### src/sv/mewf_pkg.sv
package mewf_pkg;

    // defaults for the top-level parameters
    localparam int DEF_WINDOW        = 5;
    localparam int DEF_SAMPLE_BITS   = 24;
    localparam int DEF_FRACTION_BITS = 16;

    localparam int ALPHA_BITS = 17;
    localparam int OUT_BITS   = 24;
    localparam int BUS_BITS   = 32;
    localparam int ADDR_BITS  = 3;

    localparam logic [ALPHA_BITS-1:0] ALPHA_ONE   = 17'h10000;
    localparam logic [ALPHA_BITS-1:0] ALPHA_RESET = 17'd13107;

    // register select (word address bit)
    localparam logic REG_TARE  = 1'b0;
    localparam logic REG_ALPHA = 1'b1;

    // request classes passed from front to back
    typedef logic [1:0] op_t;
    localparam op_t OP_FEED   = 2'd0;
    localparam op_t OP_REJECT = 2'd1;
    localparam op_t OP_CLEAR  = 2'd2;

endpackage

### src/sv/mewf_front.sv
module mewf_front
    import mewf_pkg::*;
#(
    parameter int SAMPLE_BITS = DEF_SAMPLE_BITS
) (
    input  logic                          clk,
    input  logic                          rst_n,
    input  logic                          sample_valid,
    output logic                          sample_stall,
    input  logic                          command,
    input  logic signed [SAMPLE_BITS-1:0] raw_sample,
    input  logic signed [SAMPLE_BITS-1:0] tare_offset,
    output logic                          q_valid,
    input  logic                          q_take,
    output op_t                           q_op,
    output logic [SAMPLE_BITS-1:0]        q_value
);

    logic signed [SAMPLE_BITS:0] corrected;
    op_t                         op_in;
    logic                        push;

    op_t                   op_mem   [2];
    logic [SAMPLE_BITS-1:0] val_mem [2];
    logic                  wr_ptr_reg, wr_ptr_next;
    logic                  rd_ptr_reg, rd_ptr_next;
    logic [1:0]            count_reg, count_next;

    // offset correction and classification
    assign corrected = $signed({raw_sample[SAMPLE_BITS-1], raw_sample})
                     - $signed({tare_offset[SAMPLE_BITS-1], tare_offset});

    always_comb
    begin
        if (command)
            op_in = OP_CLEAR;
        else if (corrected[SAMPLE_BITS])
            op_in = OP_REJECT;
        else
            op_in = OP_FEED;
    end

    // two-entry queue
    assign sample_stall = (count_reg == 2'd2);
    assign push         = sample_valid && !sample_stall;
    assign q_valid      = (count_reg != 2'd0);
    assign q_op         = op_mem[rd_ptr_reg];
    assign q_value      = val_mem[rd_ptr_reg];

    always_comb
    begin
        wr_ptr_next = push ? !wr_ptr_reg : wr_ptr_reg;
        rd_ptr_next = q_take ? !rd_ptr_reg : rd_ptr_reg;
        count_next  = count_reg + 2'(push) - 2'(q_take);
    end

    always_ff @(posedge clk or negedge rst_n)
    begin
        if (!rst_n)
        begin
            wr_ptr_reg <= 1'b0;
            rd_ptr_reg <= 1'b0;
            count_reg  <= 2'd0;
        end
        else
        begin
            wr_ptr_reg <= wr_ptr_next;
            rd_ptr_reg <= rd_ptr_next;
            count_reg  <= count_next;
        end
    end

    always_ff @(posedge clk)
    begin
        if (push)
        begin
            op_mem[wr_ptr_reg]  <= op_in;
            val_mem[wr_ptr_reg] <= corrected[SAMPLE_BITS-1:0];
        end
    end

endmodule

### src/sv/mewf_blend.sv
module mewf_blend
    import mewf_pkg::*;
#(
    parameter int SAMPLE_BITS   = DEF_SAMPLE_BITS,
    parameter int FRACTION_BITS = DEF_FRACTION_BITS
) (
    input  logic                                clk,
    input  logic                                rst_n,
    input  logic                                start,
    input  logic [ALPHA_BITS-1:0]               alpha,
    input  logic [SAMPLE_BITS+FRACTION_BITS-1:0] median,
    input  logic [SAMPLE_BITS+FRACTION_BITS-1:0] average,
    output logic                                done,
    output logic [SAMPLE_BITS+FRACTION_BITS-1:0] result
);

    // avg' = avg + (alpha * (median - avg)) >>> 16, product built 16 bits a step
    localparam int AVG_W = SAMPLE_BITS + FRACTION_BITS;
    localparam int D_W   = AVG_W + 1;
    localparam int NCH   = (D_W + 15) / 16;
    localparam int PAD_W = NCH * 16;
    localparam int ACC_W = PAD_W + 18;
    localparam int CNT_W = $clog2(NCH + 1);
    localparam int SEL_W = $clog2(NCH);
    localparam int PRD_W = ALPHA_BITS + 1 + 17;

    logic                    busy_reg;
    logic                    done_reg;
    logic [CNT_W-1:0]        cnt_reg;
    logic [ALPHA_BITS-1:0]   a_reg;
    logic [AVG_W-1:0]        v_reg;
    logic signed [PAD_W-1:0] d_reg;
    logic signed [PRD_W-1:0] prod_reg;
    logic signed [ACC_W-1:0] acc_reg;

    logic signed [D_W-1:0]   diff;
    logic [SEL_W-1:0]        sel;
    logic [15:0]             chunk_raw;
    logic signed [16:0]      chunk;
    logic signed [PRD_W-1:0] mult;
    logic signed [ACC_W-1:0] shifted;
    logic [ACC_W-1:0]        total;
    logic                    last;

    assign diff = $signed({1'b0, median}) - $signed({1'b0, average});
    assign last = (cnt_reg == CNT_W'(NCH));

    // most significant chunk first; only the top one carries the sign
    always_comb
    begin
        sel       = last ? '0 : SEL_W'(NCH - 1) - cnt_reg[SEL_W-1:0];
        chunk_raw = d_reg[sel*16 +: 16];
        if (cnt_reg == '0)
            chunk = $signed({chunk_raw[15], chunk_raw});
        else
            chunk = $signed({1'b0, chunk_raw});
    end

    assign mult = $signed({1'b0, a_reg}) * chunk;

    assign shifted = acc_reg >>> 16;
    assign total   = ACC_W'(v_reg) + $unsigned(shifted);
    assign result  = total[AVG_W-1:0];
    assign done    = done_reg;

    always_ff @(posedge clk or negedge rst_n)
    begin
        if (!rst_n)
        begin
            busy_reg <= 1'b0;
            done_reg <= 1'b0;
            cnt_reg  <= '0;
        end
        else
        begin
            done_reg <= 1'b0;
            if (start)
            begin
                busy_reg <= 1'b1;
                cnt_reg  <= '0;
            end
            else if (busy_reg)
            begin
                if (last)
                begin
                    busy_reg <= 1'b0;
                    done_reg <= 1'b1;
                end
                else
                begin
                    cnt_reg <= cnt_reg + CNT_W'(1);
                end
            end
        end
    end

    always_ff @(posedge clk)
    begin
        if (start)
        begin
            a_reg    <= alpha;
            v_reg    <= average;
            d_reg    <= PAD_W'(diff);
            prod_reg <= '0;
            acc_reg  <= '0;
        end
        else if (busy_reg)
        begin
            if (!last)
                prod_reg <= mult;
            acc_reg <= (acc_reg <<< 16) + ACC_W'(prod_reg);
        end
    end

endmodule

### src/sv/mewf_back.sv
module mewf_back
    import mewf_pkg::*;
#(
    parameter int WINDOW        = DEF_WINDOW,
    parameter int SAMPLE_BITS   = DEF_SAMPLE_BITS,
    parameter int FRACTION_BITS = DEF_FRACTION_BITS
) (
    input  logic                   clk,
    input  logic                   rst_n,
    input  logic                   q_valid,
    output logic                   q_take,
    input  op_t                    q_op,
    input  logic [SAMPLE_BITS-1:0] q_value,
    input  logic [ALPHA_BITS-1:0]  alpha,
    output logic                   result_valid,
    input  logic                   result_stall,
    output logic [OUT_BITS-1:0]    filtered_weight,
    output logic                   sample_rejected,
    output logic                   average_valid
);

    localparam int AVG_W = SAMPLE_BITS + FRACTION_BITS;
    localparam int CNT_W = $clog2(WINDOW + 1);
    localparam int IDX_W = (WINDOW > 1) ? $clog2(WINDOW) : 1;

    localparam logic [1:0] ST_IDLE  = 2'd0;
    localparam logic [1:0] ST_SCAN  = 2'd1;
    localparam logic [1:0] ST_BLEND = 2'd2;
    localparam logic [1:0] ST_EMIT  = 2'd3;

    logic [1:0]             state_reg, state_next;
    logic [SAMPLE_BITS-1:0] ring_reg [WINDOW];
    logic [IDX_W-1:0]       wpos_reg, wpos_next;
    logic [CNT_W-1:0]       fill_reg, fill_next;
    logic [IDX_W-1:0]       cand_reg, cand_next;
    logic [AVG_W-1:0]       avg_reg, avg_next;
    logic                   seeded_reg, seeded_next;
    logic                   rej_reg, rej_next;
    logic                   out_valid_reg, out_valid_next;
    logic [OUT_BITS-1:0]    weight_reg, weight_next;
    logic                   out_rej_reg, out_rej_next;
    logic                   out_seeded_reg, out_seeded_next;

    logic                   ring_we;
    logic [SAMPLE_BITS-1:0] cand_val;
    logic [CNT_W-1:0]       below, not_above, half;
    logic                   hit, last;
    logic [AVG_W-1:0]       med_fx;
    logic [ALPHA_BITS-1:0]  alpha_sat;
    logic                   blend_start, blend_done;
    logic [AVG_W-1:0]       blend_result;

    // rank test of one candidate against the filled entries
    always_comb
    begin
        cand_val  = ring_reg[cand_reg];
        below     = '0;
        not_above = '0;
        for (int j = 0; j < WINDOW; j++)
        begin
            if (CNT_W'(j) < fill_reg)
            begin
                below     = below + CNT_W'(ring_reg[j] < cand_val);
                not_above = not_above + CNT_W'(ring_reg[j] <= cand_val);
            end
        end
    end

    assign half      = fill_reg >> 1;
    assign hit       = (below <= half) && (half < not_above);
    assign last      = (cand_reg == IDX_W'(fill_reg - CNT_W'(1)));
    assign med_fx    = {cand_val, {FRACTION_BITS{1'b0}}};
    assign alpha_sat = (alpha > ALPHA_ONE) ? ALPHA_ONE : alpha;

    mewf_blend #(
        .SAMPLE_BITS   (SAMPLE_BITS),
        .FRACTION_BITS (FRACTION_BITS)
    ) u_blend (
        .clk     (clk),
        .rst_n   (rst_n),
        .start   (blend_start),
        .alpha   (alpha_sat),
        .median  (med_fx),
        .average (avg_reg),
        .done    (blend_done),
        .result  (blend_result)
    );

    always_comb
    begin
        state_next      = state_reg;
        wpos_next       = wpos_reg;
        fill_next       = fill_reg;
        cand_next       = cand_reg;
        avg_next        = avg_reg;
        seeded_next     = seeded_reg;
        rej_next        = rej_reg;
        out_valid_next  = out_valid_reg;
        weight_next     = weight_reg;
        out_rej_next    = out_rej_reg;
        out_seeded_next = out_seeded_reg;
        q_take          = 1'b0;
        ring_we         = 1'b0;
        blend_start     = 1'b0;

        if (out_valid_reg && !result_stall)
            out_valid_next = 1'b0;

        unique case (state_reg)
            ST_IDLE:
            begin
                if (q_valid)
                begin
                    q_take = 1'b1;
                    unique case (q_op)
                        OP_CLEAR:
                        begin
                            wpos_next   = '0;
                            fill_next   = '0;
                            avg_next    = '0;
                            seeded_next = 1'b0;
                            rej_next    = 1'b0;
                            state_next  = ST_EMIT;
                        end
                        OP_FEED:
                        begin
                            ring_we   = 1'b1;
                            wpos_next = (wpos_reg == IDX_W'(WINDOW - 1))
                                      ? '0 : wpos_reg + IDX_W'(1);
                            if (fill_reg < CNT_W'(WINDOW))
                                fill_next = fill_reg + CNT_W'(1);
                            cand_next  = '0;
                            rej_next   = 1'b0;
                            state_next = ST_SCAN;
                        end
                        default:
                        begin
                            rej_next   = 1'b1;
                            state_next = ST_EMIT;
                        end
                    endcase
                end
            end
            ST_SCAN:
            begin
                if (hit || last)
                begin
                    if (seeded_reg)
                    begin
                        blend_start = 1'b1;
                        state_next  = ST_BLEND;
                    end
                    else
                    begin
                        avg_next    = med_fx;
                        seeded_next = 1'b1;
                        state_next  = ST_EMIT;
                    end
                end
                else
                begin
                    cand_next = cand_reg + IDX_W'(1);
                end
            end
            ST_BLEND:
            begin
                if (blend_done)
                begin
                    avg_next   = blend_result;
                    state_next = ST_EMIT;
                end
            end
            ST_EMIT:
            begin
                if (!out_valid_reg || !result_stall)
                begin
                    out_valid_next  = 1'b1;
                    weight_next     = OUT_BITS'(avg_reg[AVG_W-1:FRACTION_BITS]);
                    out_rej_next    = rej_reg;
                    out_seeded_next = seeded_reg;
                    state_next      = ST_IDLE;
                end
            end
        endcase
    end

    always_ff @(posedge clk or negedge rst_n)
    begin
        if (!rst_n)
        begin
            state_reg     <= ST_IDLE;
            wpos_reg      <= '0;
            fill_reg      <= '0;
            cand_reg      <= '0;
            avg_reg       <= '0;
            seeded_reg    <= 1'b0;
            rej_reg       <= 1'b0;
            out_valid_reg <= 1'b0;
        end
        else
        begin
            state_reg     <= state_next;
            wpos_reg      <= wpos_next;
            fill_reg      <= fill_next;
            cand_reg      <= cand_next;
            avg_reg       <= avg_next;
            seeded_reg    <= seeded_next;
            rej_reg       <= rej_next;
            out_valid_reg <= out_valid_next;
        end
    end

    always_ff @(posedge clk)
    begin
        weight_reg     <= weight_next;
        out_rej_reg    <= out_rej_next;
        out_seeded_reg <= out_seeded_next;
        if (ring_we)
            ring_reg[wpos_reg] <= q_value;
    end

    assign result_valid    = out_valid_reg;
    assign filtered_weight = weight_reg;
    assign sample_rejected = out_rej_reg;
    assign average_valid   = out_seeded_reg;

endmodule

### src/sv/median_ema_weight_filter.sv
// Channel   Direction  Handshake                   Payload
// config    in/out     psel/penable/pwrite, pready paddr, pwdata, prdata
// sample    in         sample_valid/sample_stall   command, raw_sample
// result    out        result_valid/result_stall   filtered_weight, sample_rejected,
//                                                  average_valid
//
// One request at a time in the back end. A feed tests r (1..WINDOW) candidates in the
// median rank scan before it hits, then builds the blend product in NCH 16-bit steps,
// where NCH = ceil((SAMPLE_BITS+FRACTION_BITS+1)/16); the first feed after reset or a
// clear skips the blend.
// Clear and rejected samples skip both. A two-entry queue holds requests while the
// back end works. rst_n is asynchronous; it empties the queue, unseeds the average and
// restores the register defaults. A stalled result holds in the output register while
// the back end finishes the next request behind it.
module median_ema_weight_filter
    import mewf_pkg::*;
#(
    parameter int WINDOW        = DEF_WINDOW,
    parameter int SAMPLE_BITS   = DEF_SAMPLE_BITS,
    parameter int FRACTION_BITS = DEF_FRACTION_BITS
) (
    input  logic                          clk,
    input  logic                          rst_n,
    // configuration
    input  logic                          psel,
    input  logic                          penable,
    input  logic                          pwrite,
    input  logic [ADDR_BITS-1:0]          paddr,
    input  logic [BUS_BITS-1:0]           pwdata,
    output logic [BUS_BITS-1:0]           prdata,
    output logic                          pready,
    // sample requests
    input  logic                          sample_valid,
    output logic                          sample_stall,
    input  logic                          command,
    input  logic signed [SAMPLE_BITS-1:0] raw_sample,
    // results
    output logic                          result_valid,
    input  logic                          result_stall,
    output logic [OUT_BITS-1:0]           filtered_weight,
    output logic                          sample_rejected,
    output logic                          average_valid
);

    logic signed [SAMPLE_BITS-1:0] tare_reg;
    logic [ALPHA_BITS-1:0]         alpha_reg;
    logic                          cfg_write;

    logic                          q_valid;
    logic                          q_take;
    op_t                           q_op;
    logic [SAMPLE_BITS-1:0]        q_value;

    // register file: word select on paddr[2], byte lane bits ignored
    assign pready    = 1'b1;
    assign cfg_write = psel && penable && pwrite;

    always_ff @(posedge clk or negedge rst_n)
    begin
        if (!rst_n)
        begin
            tare_reg  <= '0;
            alpha_reg <= ALPHA_RESET;
        end
        else if (cfg_write)
        begin
            unique case (paddr[2])
                REG_TARE:  tare_reg  <= pwdata[SAMPLE_BITS-1:0];
                REG_ALPHA: alpha_reg <= pwdata[ALPHA_BITS-1:0];
            endcase
        end
    end

    // tare reads back sign-extended
    always_comb
    begin
        unique case (paddr[2])
            REG_TARE:  prdata = BUS_BITS'(tare_reg);
            REG_ALPHA: prdata = BUS_BITS'(alpha_reg);
        endcase
    end

    // front end: tare subtraction, sign check, request queue
    mewf_front #(
        .SAMPLE_BITS (SAMPLE_BITS)
    ) u_front (
        .clk          (clk),
        .rst_n        (rst_n),
        .sample_valid (sample_valid),
        .sample_stall (sample_stall),
        .command      (command),
        .raw_sample   (raw_sample),
        .tare_offset  (tare_reg),
        .q_valid      (q_valid),
        .q_take       (q_take),
        .q_op         (q_op),
        .q_value      (q_value)
    );

    // back end: ring, median rank scan, EMA blend, result register
    mewf_back #(
        .WINDOW        (WINDOW),
        .SAMPLE_BITS   (SAMPLE_BITS),
        .FRACTION_BITS (FRACTION_BITS)
    ) u_back (
        .clk             (clk),
        .rst_n           (rst_n),
        .q_valid         (q_valid),
        .q_take          (q_take),
        .q_op            (q_op),
        .q_value         (q_value),
        .alpha           (alpha_reg),
        .result_valid    (result_valid),
        .result_stall    (result_stall),
        .filtered_weight (filtered_weight),
        .sample_rejected (sample_rejected),
        .average_valid   (average_valid)
    );

endmodule

### config.mk
export PLATFORM = sky130hd
export DESIGN_NAME = median_ema_weight_filter
export DESIGN_NICKNAME = d
export VERILOG_FILES = /design/src/sv/mewf_pkg.sv /design/src/sv/mewf_front.sv /design/src/sv/mewf_blend.sv /design/src/sv/mewf_back.sv /design/src/sv/median_ema_weight_filter.sv
export SDC_FILE = /design/constraint.sdc
export NUM_CORES = 2
export LEC_CHECK = 0
export BUFFER_PORTS_ARGS = -buffer_cell sky130_fd_sc_hd__buf_4
export CAP_MARGIN = 20
export CORE_MARGIN = 2
export CORE_UTILIZATION = 55
export DETAILED_ROUTE_END_ITERATION = 7
export GPL_TIMING_DRIVEN = 0
export HOLD_SLACK_MARGIN = 0.03
export PLACE_DENSITY = 0.72
export SLEW_MARGIN = 20
export SYNTH_ARGS = -nofsm -noshare
export SYNTH_HDL_FRONTEND = slang
export SYNTH_SLANG_ARGS = --single-unit
### constraint.sdc
create_clock -name clk -period 10 [get_ports clk]
set_clock_uncertainty 0.05 [all_clocks]
set_input_delay 0.5 -clock clk [delete_from_list [all_inputs] [get_ports clk]]
set_output_delay 0.5 -clock clk [all_outputs]
set_load 0.1 [all_outputs]
==> flow_summary.ini <==
[outcome]
status = completed

[logic_synthesis]
synth-seq-area-share_pct = 37.8
yosysTopAreaCell = edfxtp_1
yosysTopAreaCellShare_pct = 27.0
postSynthRegisterBits = 561
synth_nets = 4542
syn_avg_cell_area_um2 = 10.6
synth_ff_type = edfxtp_1
netlist_instances = 3842
ys_types = 89
syn-cell-area_um2 = 40800
ys_warn_count = 0
async_flop_share_pct = 18.4
synth_edf_count = 367
synth.most_common_cell = inv_1
yosys-top-cells-count = inv_1 (432), ha_1 (406), edfxtp_1 (367), nand2_1 (329), fa_1 (227)
synth_area_leaders = edfxtp_1 (27%), ha_1 (12%), fa_1 (11%)

[setup_path]
required_ns = 10.25
critPathKind = register to register
cp-start-kind = register
crit_start = u_back.cand_reg[1]
slowest_stage = clkbuf_2
arrival_ns = 9.86
worstSetupEndpointType = register
crit_fanout = 42
cpPeakStageDelay_ns = 0.48
r2r_start = u_back.cand_reg[1]

[place]
dp_hpwl_um = 85500
port_buffers = 115
pre_cts_ws_ns = -0.958
place.gp.congestion = 0.946

[route]
wl_per_cell_um = 21.7
drt_first_pass_iters = 5
wirelength_um = 110000
post-route-drc-count = 0
vias = 29900
drt-vias-per-instance = 5.91
drt_iter0_drc = 2487
drtAntennaViolNets = 0

[final_layout]
drive_gt1_share_pct = 11.8
fillers = 5811
regArea_um2 = 15400
largest_reg_flops = 192
nNetsFinal = 4745
multi_input_area_um2 = 23400
area_growth_pct = 11.5

[global_route]
grt_antenna_before_repair = 1
grt_pass1_wl_um = 169000
grt_usage_pct = 28.5
grt_max_degree = 85
gr-total-overflow = 0
grt_pass1_vias = 29500

[sta]
setup_viol = 0
min_period_ns = 9.61
fin_ws_ns = 0.389
hold_violations = 0
fin_crit_sh_pct = 96.1
slew_headroom_pct = 27.9
grt_setup_unrepaired = no
clock.fmax_mhz = 104
drv_slew = 0
worst_pin_slew_ns = 1.05

[clocking]
cts_made_buffers = 59
htreeDepth = 2
root_buffer = clkbuf_16
cts_tree = yes
clock-sinks = 561
clkTransAtPathRegs_ns = 0.06
clock_path_buffers = 3
clk_latency_ns = 0.64

[floorplanning]
ios = 128
die_h_um = 276
start_util_pct = 55.8
die_w_um = 276
dieArea_um2 = 76400
fp.coreArea_um2 = 73200
fp-row-count = 99

[min_path]
hold_path_class = input pin to register
min_from = pwdata[21]

[run]
max_cap_violations = 0
## per-stage QoR
stage	cells	hold slack, ns	setup TNS [ns]	instance area, µm²	util, %
after floorplan	3842	0.154	0	40800	-
after global placement	4916	0.382	-227.83	42900	58.6
after detailed placement	4942	0.381	-108.29	43300	59.2
after CTS	5054	0.0320	0	45500	62.2
after global routing	5054	0.0389	0	45500	62.2
final	5055	0.0573	0	45500	62.2
## layout make-up
class / instances / area share (%)
repair buffers: 146 / 2.78
inverters: 434 / 3.58
flip-flops and latches: 561 / 33.9
multi-input cells: 2715 / 51.3
clock inverters: 27 / 0.462
diodes: 1 / 0.00549
clock buffers: 84 / 4.07
well taps: 959 / 2.63
plain buffers: 128 / 1.26
## cell usage in the layout (no fill, tap or decap), types with 59 or more instances in the layout
cell type,n
edfxtp_1,367
dfrtp_1,95
nor2b_1,59
mux2i_1,68
mux2_2,79
ha_1,406
clkbuf_1,91
o21ai_0,149
fa_1,227
and2_1,139
clkbuf_16,68
xnor2_1,106
dfxtp_1,91
nand2_1,329
inv_1,432
buf_4,137
a21o_1,90
a21oi_1,214
nand3_1,69
nor2_1,190
## worst paths after layout
check / endpoint / slack (ns) / depth (start not counted)
max in group asynchronous: u_back.avg_reg[2] / 8.83 / 3
hold / removal: tare_reg[21] / 0.06 / 2
hold reg to reg: u_back.u_blend.prod_reg[9] / 0.41 / 2
setup reg to reg: u_back.u_blend.v_reg[2] / 0.39 / 37
setup / recovery: u_back.u_blend.v_reg[2] / 0.39 / 37
min in group asynchronous: tare_reg[17] / 0.30 / 2
## kinds of logic (layout without fill, tap and decap cells)
kind of cell	after synthesis	in the layout	synth area share [%]
buffers and inverters	566	819	5.35
other	1	2	0.00918
AND/OR/NAND/NOR	1000	1000	11.9
adder cells (fa/ha/maj)	633	633	23.6
multiplexers	209	209	6.85
XOR/XNOR	149	149	3.20
flip-flops	561	561	37.8
AO/OA/AOI/OAI	723	723	11.3
## metal layers
| layer | up-vias | global-route usage [%] | part of all wire (%) |
|---|---|---|---|
| met2 | 1065 | 48.5 | 48 |
| li1 | 13900 | - | - |
| met4 | 2 | 9.82 | 3.7 |
| met1 | 14700 | 37.4 | 42 |
| met3 | 229 | 3.90 | 6.4 |
| met5 | - | 0 | 0.011 |
## worst max-delay path, delay by kind of cell (launching register included)
kind | cells | cell delay (ns)
multiplexers | 5 | 1.62
adder cells (fa/ha/maj) | 7 | 1.95
flip-flops | 1 | 0.35
buffers and inverters | 6 | 1.87
AND/OR/NAND/NOR | 4 | 0.92
AO/OA/AOI/OAI | 15 | 2.47
## what timing repair did
action                                  CTS  global route
hold endpoints to repair                 39             0
endpoints found under the setup margin  189            85
gates resized for setup                  32             2
hold buffers                              2             0
cloned                                    0             1
setup buffers                             0             2
Power is left out: the tool's default activity adds up to more than one toggle a clock period on the data nets, which glitch-free logic cannot reach.
